$ cat config.mk
export PLATFORM = sky130hd
export DESIGN_NAME = sorted_interval_set_top
export DESIGN_NICKNAME = d
export VERILOG_FILES = /design/src/hw/rtl/sis_pkg.sv /design/src/hw/rtl/sorted_interval_set_top.sv /design/src/hw/rtl/sis_ram.sv
export SDC_FILE = /design/constraint.sdc
export NUM_CORES = 2
export LEC_CHECK = 0
export BUFFER_PORTS_ARGS = -buffer_cell sky130_fd_sc_hd__buf_2
export CORE_MARGIN = 3
export CORE_UTILIZATION = 40
export DETAILED_ROUTE_END_ITERATION = 7
export GPL_ROUTABILITY_DRIVEN = 0
export GPL_TIMING_DRIVEN = 0
export PLACE_DENSITY = 0.65
export REMOVE_ABC_BUFFERS = 1
export SETUP_SLACK_MARGIN = 0.05
export SLEW_MARGIN = 10
export SYNTH_ARGS = -nofsm -noshare
export SYNTH_HDL_FRONTEND = slang
export SYNTH_HIERARCHICAL = 1
export SYNTH_SLANG_ARGS = --single-unit
$ cat constraint.sdc
create_clock -name aclk -period 12.8 [get_ports aclk]
set_input_delay 0.64 -clock aclk [delete_from_list [all_inputs] [get_ports aclk]]
set_output_delay 0.64 -clock aclk [all_outputs]
set_load 0.05 [all_outputs]
$ cat src/hw/rtl/sis_pkg.sv
// Package: constants and types for the sorted interval set.
package sis_pkg;
    localparam int MAX_INTERVALS = 16;
    localparam int COORD_BITS    = 32;
    localparam int IDX_W         = $clog2(MAX_INTERVALS);
    localparam int CNT_W         = $clog2(MAX_INTERVALS + 1);
    localparam int ENT_W         = 2 * COORD_BITS;

    typedef logic [COORD_BITS-1:0] coord_t;
    typedef logic [IDX_W-1:0]      idx_t;
    typedef logic [CNT_W-1:0]      cnt_t;

    typedef enum logic [1:0] {
        ACT_ADD    = 2'd0,
        ACT_QUERY  = 2'd1,
        ACT_REMOVE = 2'd2,
        ACT_NONE   = 2'd3
    } action_t;

    typedef enum logic [1:0] {
        ST_OK    = 2'd0,
        ST_FULL  = 2'd1,
        ST_EMPTY = 2'd2
    } status_t;
endpackage

$ cat src/hw/rtl/sorted_interval_set_top.sv
// Top level: sorted interval set with ping-pong table memories and scan sequencer.
//
//  channel | dir | tdata fields (low bit up)                 | tuser
//  s_      | in  | range_start[31:0], range_end[63:32]       | action[1:0]
//  m_      | out | covered[0], status[2:1]                   | -
//
// Add and remove scan the stored entries twice (count, then rewrite), one entry a cycle
// through the single read port of the active table; in the rewrite the read pauses when
// an entry takes a second write slot. A query scans once. Empty ranges and unknown
// actions skip the scan and go straight to the result.
// Rewrites go into the other table, which then becomes active.
// Reset clears the count and the table select; no clearing pass. A stalled result
// holds in the output register while the next request is already taken.
module sorted_interval_set_top
    import sis_pkg::*;
(
    input  logic        aclk,
    input  logic        aresetn,
    input  logic        s_tvalid,
    output logic        s_tready,
    input  logic [63:0] s_tdata,   // range_start, range_end
    input  logic [1:0]  s_tuser,   // action
    output logic        m_tvalid,
    input  logic        m_tready,
    output logic [7:0]  m_tdata    // covered, status, zero pad
);
    typedef enum logic [2:0] {
        S_IDLE, S_CNT, S_DEC, S_WR, S_DONE
    } state_t;

    state_t   state_reg;
    action_t  act_reg;
    coord_t   lo_reg, hi_reg;
    cnt_t     count_reg, k_reg, i_reg, tally_reg;
    logic     bank_reg, placed_reg, cov_reg, pend_reg;
    logic     rv_reg;
    status_t  st_reg;
    logic     m_valid_reg;
    logic [7:0] m_data_reg;
    // second write for a remove split or an add insertion
    logic     w2_reg;
    logic [ENT_W-1:0] w2_data_reg;

    logic [ENT_W-1:0] rd0, rd1, rd;
    logic             we0, we1, we;
    idx_t             waddr;
    logic [ENT_W-1:0] wdata;
    idx_t             raddr;

    sis_ram #(.WIDTH(ENT_W), .DEPTH(MAX_INTERVALS)) u_ram0 (
        .aclk(aclk), .we(we0), .waddr(waddr), .wdata(wdata), .raddr(raddr), .rdata(rd0));
    sis_ram #(.WIDTH(ENT_W), .DEPTH(MAX_INTERVALS)) u_ram1 (
        .aclk(aclk), .we(we1), .waddr(waddr), .wdata(wdata), .raddr(raddr), .rdata(rd1));

    assign rd  = bank_reg ? rd1 : rd0;
    assign we0 = we && bank_reg;
    assign we1 = we && !bank_reg;
    assign raddr = i_reg[IDX_W-1:0];

    coord_t s_e, t_e;
    assign s_e = rd[COORD_BITS-1:0];
    assign t_e = rd[ENT_W-1:COORD_BITS];

    logic   out_free;
    assign out_free = !m_valid_reg || m_tready;
    assign s_tready = (state_reg == S_IDLE) && !pend_reg;
    assign m_tvalid = m_valid_reg;
    assign m_tdata  = m_data_reg;

    // write-phase decisions on the entry read last cycle
    logic             keep, w_a, w_b;
    logic [ENT_W-1:0] d_a, d_b;
    always_comb begin
        keep = 1'b0; w_a = 1'b0; w_b = 1'b0;
        d_a = rd; d_b = rd;
        if (act_reg == ACT_ADD) begin
            if (s_e > hi_reg) begin
                if (!placed_reg) begin
                    w_a = 1'b1; d_a = {hi_reg, lo_reg};
                    w_b = 1'b1; d_b = rd;
                end else begin
                    w_a = 1'b1; d_a = rd;
                end
            end else if (t_e < lo_reg) begin
                w_a = 1'b1; d_a = rd;
            end else begin
                keep = 1'b1;
            end
        end else begin
            if (t_e <= lo_reg || s_e >= hi_reg) begin
                w_a = 1'b1; d_a = rd;
            end else if (s_e < lo_reg) begin
                w_a = 1'b1; d_a = {lo_reg, s_e};
                if (t_e > hi_reg) begin
                    w_b = 1'b1; d_b = {t_e, hi_reg};
                end
            end else if (t_e > hi_reg) begin
                w_a = 1'b1; d_a = {t_e, hi_reg};
            end
        end
    end

    always_comb begin
        we    = 1'b0;
        waddr = k_reg[IDX_W-1:0];
        wdata = d_a;
        if (state_reg == S_WR && w2_reg) begin
            we = 1'b1; wdata = w2_data_reg;
        end else if (state_reg == S_WR && rv_reg && w_a) begin
            we = 1'b1;
        end else if (state_reg == S_DONE && act_reg == ACT_ADD && !placed_reg) begin
            we = 1'b1; wdata = {hi_reg, lo_reg};
        end
    end

    coord_t in_lo, in_hi;
    assign in_lo = s_tdata[COORD_BITS-1:0];
    assign in_hi = s_tdata[32+COORD_BITS-1:32];

    always_ff @(posedge aclk) begin
        if (!aresetn) begin
            state_reg   <= S_IDLE;
            count_reg   <= '0;
            bank_reg    <= 1'b0;
            m_valid_reg <= 1'b0;
            pend_reg    <= 1'b0;
            rv_reg      <= 1'b0;
            w2_reg      <= 1'b0;
        end else begin
            if (pend_reg && out_free) begin
                m_valid_reg <= 1'b1;
                m_data_reg  <= {5'd0, st_reg, cov_reg};
                pend_reg    <= 1'b0;
            end else if (m_valid_reg && m_tready) begin
                m_valid_reg <= 1'b0;
            end
            unique case (state_reg)
                S_IDLE: begin
                    if (s_tvalid && s_tready) begin
                        act_reg    <= action_t'(s_tuser);
                        lo_reg     <= in_lo;
                        hi_reg     <= in_hi;
                        i_reg      <= '0;
                        k_reg      <= '0;
                        tally_reg  <= '0;
                        placed_reg <= 1'b0;
                        cov_reg    <= 1'b0;
                        st_reg     <= (in_lo >= in_hi) ? ST_EMPTY : ST_OK;
                        rv_reg     <= 1'b0;
                        if (in_lo >= in_hi) begin
                            pend_reg <= 1'b1;
                        end else if (action_t'(s_tuser) == ACT_NONE) begin
                            pend_reg <= 1'b1;
                        end else begin
                            state_reg <= S_CNT;
                        end
                    end
                end
                S_CNT: begin
                    // read issued at i_reg; data of i_reg-1 valid when rv_reg
                    if (rv_reg) begin
                        if (act_reg == ACT_ADD && !(s_e > hi_reg || t_e < lo_reg)) begin
                            tally_reg <= tally_reg + 1'b1;
                        end
                        if (act_reg == ACT_REMOVE && s_e < lo_reg && t_e > hi_reg) begin
                            tally_reg <= tally_reg + 1'b1;
                        end
                        if (act_reg == ACT_QUERY && s_e <= lo_reg && t_e >= hi_reg) begin
                            cov_reg <= 1'b1;
                        end
                    end
                    if (i_reg < count_reg) begin
                        i_reg  <= i_reg + 1'b1;
                        rv_reg <= 1'b1;
                    end else begin
                        rv_reg    <= 1'b0;
                        state_reg <= S_DEC;
                    end
                end
                S_DEC: begin
                    i_reg <= '0;
                    if (act_reg == ACT_QUERY) begin
                        pend_reg  <= 1'b1;
                        state_reg <= S_IDLE;
                    end else if ((act_reg == ACT_ADD &&
                                  {1'b0, count_reg} - {1'b0, tally_reg} + 1'b1 >
                                  (CNT_W+1)'(MAX_INTERVALS)) ||
                                 (act_reg == ACT_REMOVE &&
                                  {1'b0, count_reg} + {1'b0, tally_reg} >
                                  (CNT_W+1)'(MAX_INTERVALS))) begin
                        st_reg    <= ST_FULL;
                        pend_reg  <= 1'b1;
                        state_reg <= S_IDLE;
                    end else begin
                        state_reg <= S_WR;
                    end
                end
                S_WR: begin
                    if (w2_reg) begin
                        w2_reg <= 1'b0;
                        k_reg  <= k_reg + 1'b1;
                        if (i_reg < count_reg) begin
                            i_reg  <= i_reg + 1'b1;
                            rv_reg <= 1'b1;
                        end else begin
                            rv_reg <= 1'b0;
                        end
                    end else begin
                        if (rv_reg) begin
                            if (act_reg == ACT_ADD && keep) begin
                                if (s_e < lo_reg) lo_reg <= s_e;
                                if (t_e > hi_reg) hi_reg <= t_e;
                            end
                            if (act_reg == ACT_ADD && s_e > hi_reg && !placed_reg) begin
                                placed_reg <= 1'b1;
                            end
                            if (w_a) begin
                                k_reg <= k_reg + 1'b1;
                            end
                            if (w_b) begin
                                w2_reg      <= 1'b1;
                                w2_data_reg <= d_b;
                            end
                        end
                        if (rv_reg && w_b) begin
                            rv_reg <= 1'b0;
                        end else if (i_reg < count_reg) begin
                            i_reg  <= i_reg + 1'b1;
                            rv_reg <= 1'b1;
                        end else begin
                            rv_reg    <= 1'b0;
                            state_reg <= S_DONE;
                        end
                    end
                end
                S_DONE: begin
                    count_reg <= (act_reg == ACT_ADD && !placed_reg) ? k_reg + 1'b1 : k_reg;
                    bank_reg  <= !bank_reg;
                    pend_reg  <= 1'b1;
                    state_reg <= S_IDLE;
                end
                default: state_reg <= S_IDLE;
            endcase
        end
    end
endmodule

$ cat src/hw/rtl/sis_ram.sv
// Generic single-port-write, single-read synchronous RAM with registered read.
module sis_ram #(
    parameter int WIDTH = 8,
    parameter int DEPTH = 16
) (
    input  logic                     aclk,
    input  logic                     we,
    input  logic [$clog2(DEPTH)-1:0] waddr,
    input  logic [WIDTH-1:0]         wdata,
    input  logic [$clog2(DEPTH)-1:0] raddr,
    output logic [WIDTH-1:0]         rdata
);
    logic [WIDTH-1:0] mem [DEPTH];

    always_ff @(posedge aclk) begin
        if (we) begin
            mem[waddr] <= wdata;
        end
        rdata <= mem[raddr];
    end
endmodule

# Word-level counts from Yosys, hierarchy flattened
# Memory sizes are Yosys's and may differ from the RTL's. A register that Yosys moved wholly into a read port is not among the register bits.
# Index checks and enable logic that the tools add are counted.
[word_totals] reg_bits=165 latch_bits=0 ram_bits=2048 romBits=0 word_cells=218 n_memories=2
[memory_table] name="u_ram0.mem" depth=16 word_bits=64 rd=1 rd_clocked_by_memory_dff=1 write_ports=1 line="sis_ram.sv:13" source="logic [WIDTH-1:0] mem [DEPTH];"
[memory_table] name="u_ram1.mem" depth=16 word_bits=64 rd=1 rd_clocked_by_memory_dff=1 write_ports=1 line="sis_ram.sv:13"
[classes] add_sub_neg=6 n_mul=0 div=0 order_cmp=12 n_eq_ne=27 shift=0 n_mux=99 bitwise=1 reduce_logical=53
[ops] cell="$mux W64" n=9
[ops] cell="$mux W32" n=14
[ops] cell="$pmux W32 S2" n=2
[ops] cell="$ge A32 B32 Y1" n=3
[ops] cell="$gt A32 B32 Y1" n=2
[ops] cell="$le A32 B32 Y1" n=2
[ops] cell="$lt A32 B32 Y1" n=2
[ops] cell="$mux W5" n=11
[ops] cell="$mux W1" n=41
[ops] cell="$reduce_and A5 Y1" n=5
[ops] cell="$logic_and A1 B1 Y1" n=23
[ops] cell="$ne A2 B2 Y1 const B" n=11
[ops] cell="$mux W3" n=7
[ops] cell="$reduce_and A7 Y1" n=3
[ops] cell="$pmux W5 S2" n=2
[ops] cell="$pmux W5 S4" n=1
[ops] cell="$add A5 B1 Y5 const B" n=3
[ops] cell="$gt A6 B5 Y1 const B" n=2
[ops] cell="$mux W2" n=6
[ops] cell="$ne A3 B3 Y1 const B" n=4
[ops] cell="$pmux W3 S4" n=1
[ops] cell="$ne A2 B1 Y1 const B" n=5
[ops] cell="$reduce_bool A2 Y1" n=4
[ops] cell="$add A5 B5 Y6" n=1
[ops] cell="other kinds (22)" n=34

# Depth between registers and ports, before layout
[logic_depth] word_depth=12 depth_mapped=16

# By module
# Netlist, hierarchy kept.
[modules_own_cells] mod="sis_ram" instances=2 cells_each=1647 area_each_um2=39581.7
[modules_own_cells] mod="sorted_interval_set_top" instances=1 cells_each=1581 area_each_um2=14258.7

# Worst setup path before layout
# Ideal clock, no wire load.
[synth_timing] kind="reg2reg" start="reg bank_reg" end="mem u_ram0/mem[0][0] (netlist bit), enable pin" setup_ps=565 t_arrival_ps=8717 path_slack_ps=3519 path_stages_with_launch=17 n_path_buf=3 path_cell_list="dfxtp_1 > clkbuf_1 > buf_1 > buf_1 > mux2i_1 > inv_1 > ha_1 > nand4_1 > or4_4 > nor3_4 > and4b_1 > o211ai_4 > nand3b_1 > a41oi_1 > nor2b_1 > or3b_2 > nor3_1"
[synth_between] elab_chain_len=12
[synth_rtl] item="from (decl)" line="sorted_interval_set_top.sv:35" source="logic bank_reg, placed_reg, cov_reg, pend_reg;"
[synth_rtl] item="from (signal assigned)" line="sorted_interval_set_top.sv:238" source="bank_reg <= !bank_reg;"
[synth_rtl] item="$mux W64 *" line="sorted_interval_set_top.sv:55" source="assign rd = bank_reg ? rd1 : rd0;"
[synth_rtl] item="net d_b[46]" line="sorted_interval_set_top.sv:72" source="logic [ENT_W-1:0] d_a, d_b;"
[synth_rtl] item="$gt A32 B32 Y1" line="sorted_interval_set_top.sv:97" source="end else if (t_e > hi_reg) begin"
[synth_rtl] item="$mux W1" line="sorted_interval_set_top.sv:97"
[synth_rtl] item="$mux W1" line="sorted_interval_set_top.sv:92" source="end else if (s_e < lo_reg) begin"
[synth_rtl] item="$mux W1" line="sorted_interval_set_top.sv:90" source="if (t_e <= lo_reg || s_e >= hi_reg) begin"
[synth_rtl] item="$mux W1 *" line="sorted_interval_set_top.sv:76" source="if (act_reg == ACT_ADD) begin"
[synth_rtl] item="$logic_and A1 B1 Y1 *" line="sorted_interval_set_top.sv:109" source="end else if (state_reg == S_WR && rv_reg && w_a) begin"
[synth_rtl] item="$mux W1 *" line="sorted_interval_set_top.sv:109"
[synth_rtl] item="$mux W1 *" line="sorted_interval_set_top.sv:107" source="if (state_reg == S_WR && w2_reg) begin"
[synth_rtl] item="$logic_and A1 B1 Y1 *" line="sorted_interval_set_top.sv:56" source="assign we0 = we && bank_reg;"
[synth_rtl] item="net we0" line="sorted_interval_set_top.sv:45" source="logic we0, we1, we;"
[synth_rtl] item="$mux W1 *" line="sis_ram.sv:16" source="if (we) begin"
[synth_rtl] item="$mux W1 (not written as such) *" line="sis_ram.sv:17" source="mem[waddr] <= wdata;"
[synth_rtl] item="to (decl)" line="sis_ram.sv:13"
# The timed path passes the listed nets; every way through them passes the cells marked *.

# Worst setup path after layout
[layout_timing] start="reg bank_reg" end="mem u_ram0/mem[0][25] (netlist bit), enable pin"
# The elaborated chain is that of the path after synthesis.

==> impl_metrics.tcl <==
set metrics [dict create \
    clockBufferDepth 3 \
    rsz0062_at_grt "no" \
    insertion_delay_ps 880 \
    vias_per_cell 5.99 \
    yosys-top-cells-area "edfxtp_1, mux4_2, dfxtp_1" \
    avgSynthCellArea_sq_um 19.2 \
    grt_use_total_pct 21.5 \
    drtIter0Drc 6933 \
    place.port_buffers 74 \
    die_h_um 489 \
    grt_max_degree 63 \
    routed-via-count 51293 \
    irDropWorstVdd_mv 0.144 \
    synth_edf_count 2200 \
    final_layout_size_suffix_gt1_share_pct 27.2 \
    yosysTopAreaCellShare_pct 70.7 \
    post-dp-hpwl_mm 177 \
    critPathMaxFanout 31 \
    hold_start "s_tdata[35]" \
    rows 176 \
    fin_ws_ps 5070 \
    synth-seq-area-share_pct 73.7 \
    rrSetupSlack_ps 5070 \
    postRouteAntennaNets 0 \
    worstPathRequired_ps 13340 \
    syn_inst 4875 \
    place_ws_ps 5240 \
    timing.final.max_slew_violations 0 \
    status "finished, final reports clean" \
    floorplan.core_area_sq_um 231000 \
    reg_top3 "u_ram0/mem x1024, u_ram1/mem x1024" \
    dr.pass1.iters 5 \
    max_slew_margin_pct 13.8 \
    routedWlPerCell_um 30.2 \
    clk_pin_slew_ps 70 \
    worst-slew-pin-transition_ps 1290 \
    grt_antenna_before_repair 8 \
    h-tree-depth 4 \
    die_x_um 489 \
    setup_violations 0 \
    netlist_top_cells_count "edfxtp_1, mux4_2, a22oi_1, nor2_1, nand2_1" \
    reg2reg_to "u_ram0/mem[0][25]" \
    cp.arrival_ps 8270 \
    period_share_pct 60.4 \
    post-route-drc-count 0 \
    grt_pass1_vias 51165 \
    synth_seq_cells 2341 \
    die_area_sq_um 239000 \
    worstSetupStartpointType "flop" \
    yosysUniqueCellTypes 79 \
    tritoncts "done" \
    grt_remaining_overflow 0 \
    final.setup.tns_ps 0 \
    async_flop_share_pct 0 \
    cts_root_buf "clkbuf_16" \
    wirelength_mm 259 \
    yosys_warnings 6 \
    holdWs_ps 126 \
    io_pins 80 \
    start_util_pct 40.4 \
    power.density_nw_per_um2 220 \
    crit_type "flop to flop" \
    worst_r2r_path_depth 19 \
    netlist_area_sq_um 93400 \
    fmax_mhz 129 \
    yosysMostFrequentCell "edfxtp_1" \
    power.leakage_nw 37.2 \
    grt_pass1_wl_mm 371 \
    ys.flop_type "edfxtp_1" \
    synth_area_leader_cell "edfxtp_1" \
    min_period_ps 7730 \
    hold_depth 3 \
    numCtsBuffers 224 \
    hold_end "hi_reg[3]" \
    maxCapViolCount 0 \
    end_kind "flop" \
    clock_sinks 2341 \
    hold_path_class "input port to flop" \
    r2r-start "bank_reg" \
    cts_setup_buffers 0 \
    num-nets-final 5588 \
    hold_viol_final 0 \
    p_total_mw 24.6 \
    clock_skew_ps 49.7 \
    syn2layout_area_growth_pct 19.8 \
]
==> power breakdown <==
group	total, mW	internal (mW)	leakage (nW)	switching (mW)
combinational	7.34	2.91	12.5	4.43
sequential	10.5	10.3	21.0	0.179
clock	6.80	3.93	3.75	2.87
==> stage by stage <==
step | cell area (sq um) | cells | utilization [%]
after global routing | 112000 | 8562 | 48.4
after detailed placement | 104000 | 8133 | 45.1
after CTS | 112000 | 8562 | 48.4
after floorplan | 92100 | 4631 | -
after global placement | 96300 | 7731 | 41.6
final | 112000 | 8567 | 48.4
==> kinds of logic after synthesis <==
family | after synthesis | synth area share (%)
DFF | 2341 | 73.7
AOI/OAI and AO/OA | 710 | 5.45
and+or+nand+nor | 634 | 2.99
muxes | 582 | 13.1
buffers and inverters | 407 | 2.05
adders and majority gates | 183 | 2.47
xor gates and xnor gates | 17 | 0.159
other | 1 | 0.00401
==> layout make-up <==
type	count	area, sq um
repair buffers	478	7510
well taps	3026	3790
multi-input cells	2131	23400
fillers	18469	119000
clock inverters	117	1380
diodes	5	12.5
inverters	159	598
flip-flops and latches	2341	68900
clock buffers	310	6290
==> routing by layer <==
| metal | GRT usage [%] | wire, um |
|---|---|---|
| met1 | 29.4 | 101000 |
| met2 | 33.7 | 121000 |
| met3 | 4.64 | 25600 |
| met4 | 8.77 | 11900 |
| met5 | 0 | 0 |
==> worst max-delay path: stages (launching register included) <==
cell,delay [ps]
dfxtp_4,690
buf_12,280
buf_16,330
mux2i_1,660
inv_1,260
ha_1,370
nand4_1,210
nor4_1,1000
nor2b_1,250
a22oi_2,200
nand3b_1,240
a41oi_1,200
nor2b_1,370
or3b_2,610
nor3_2,620
buf_8,250
buf_8,160
buf_6,160
buf_4,220
buf_4,230
==> what timing repair did <==
item	4_1_cts	5_1_grt
hold buffers	2	0
hold endpoints to repair	2	0
resized for setup	0	0
==> how the worst max path moves through the flow <==
stage                        end  slack, ps  cells past startpoint      from
6_report       u_ram0/mem[0][25]       5070                     19  bank_reg
5_1_grt        u_ram0/mem[0][24]       4880                     19  bank_reg
4_1_cts        u_ram0/mem[0][25]       5130                     20  bank_reg
3_5_place_dp   u_ram0/mem[0][55]       5240                     20  bank_reg
3_3_place_gp    u_ram0/rdata[53]     -18510                      3  i_reg[0]
2_1_floorplan           i_reg[1]      -8310                      3  i_reg[0]
==> layout by cell type, fill, tap and decap left out, types with 34 or more instances in the layout <==
master     count
a21oi_1      118
nand4_1       37
ha_1         181
nand2_1      223
mux2i_1       39
inv_1        158
buf_6         35
buf_4         67
clkbuf_16    226
edfxtp_1    2200
o21ai_0       54
mux4_2       512
buf_8        106
clkinv_2      41
buf_12        94
clkbuf_1      52
nor2_1       233
dfxtp_1      140
buf_16       100
a22oi_1      287
o22ai_1       34
buf_2         74
(Power assumes the default switching activity.)
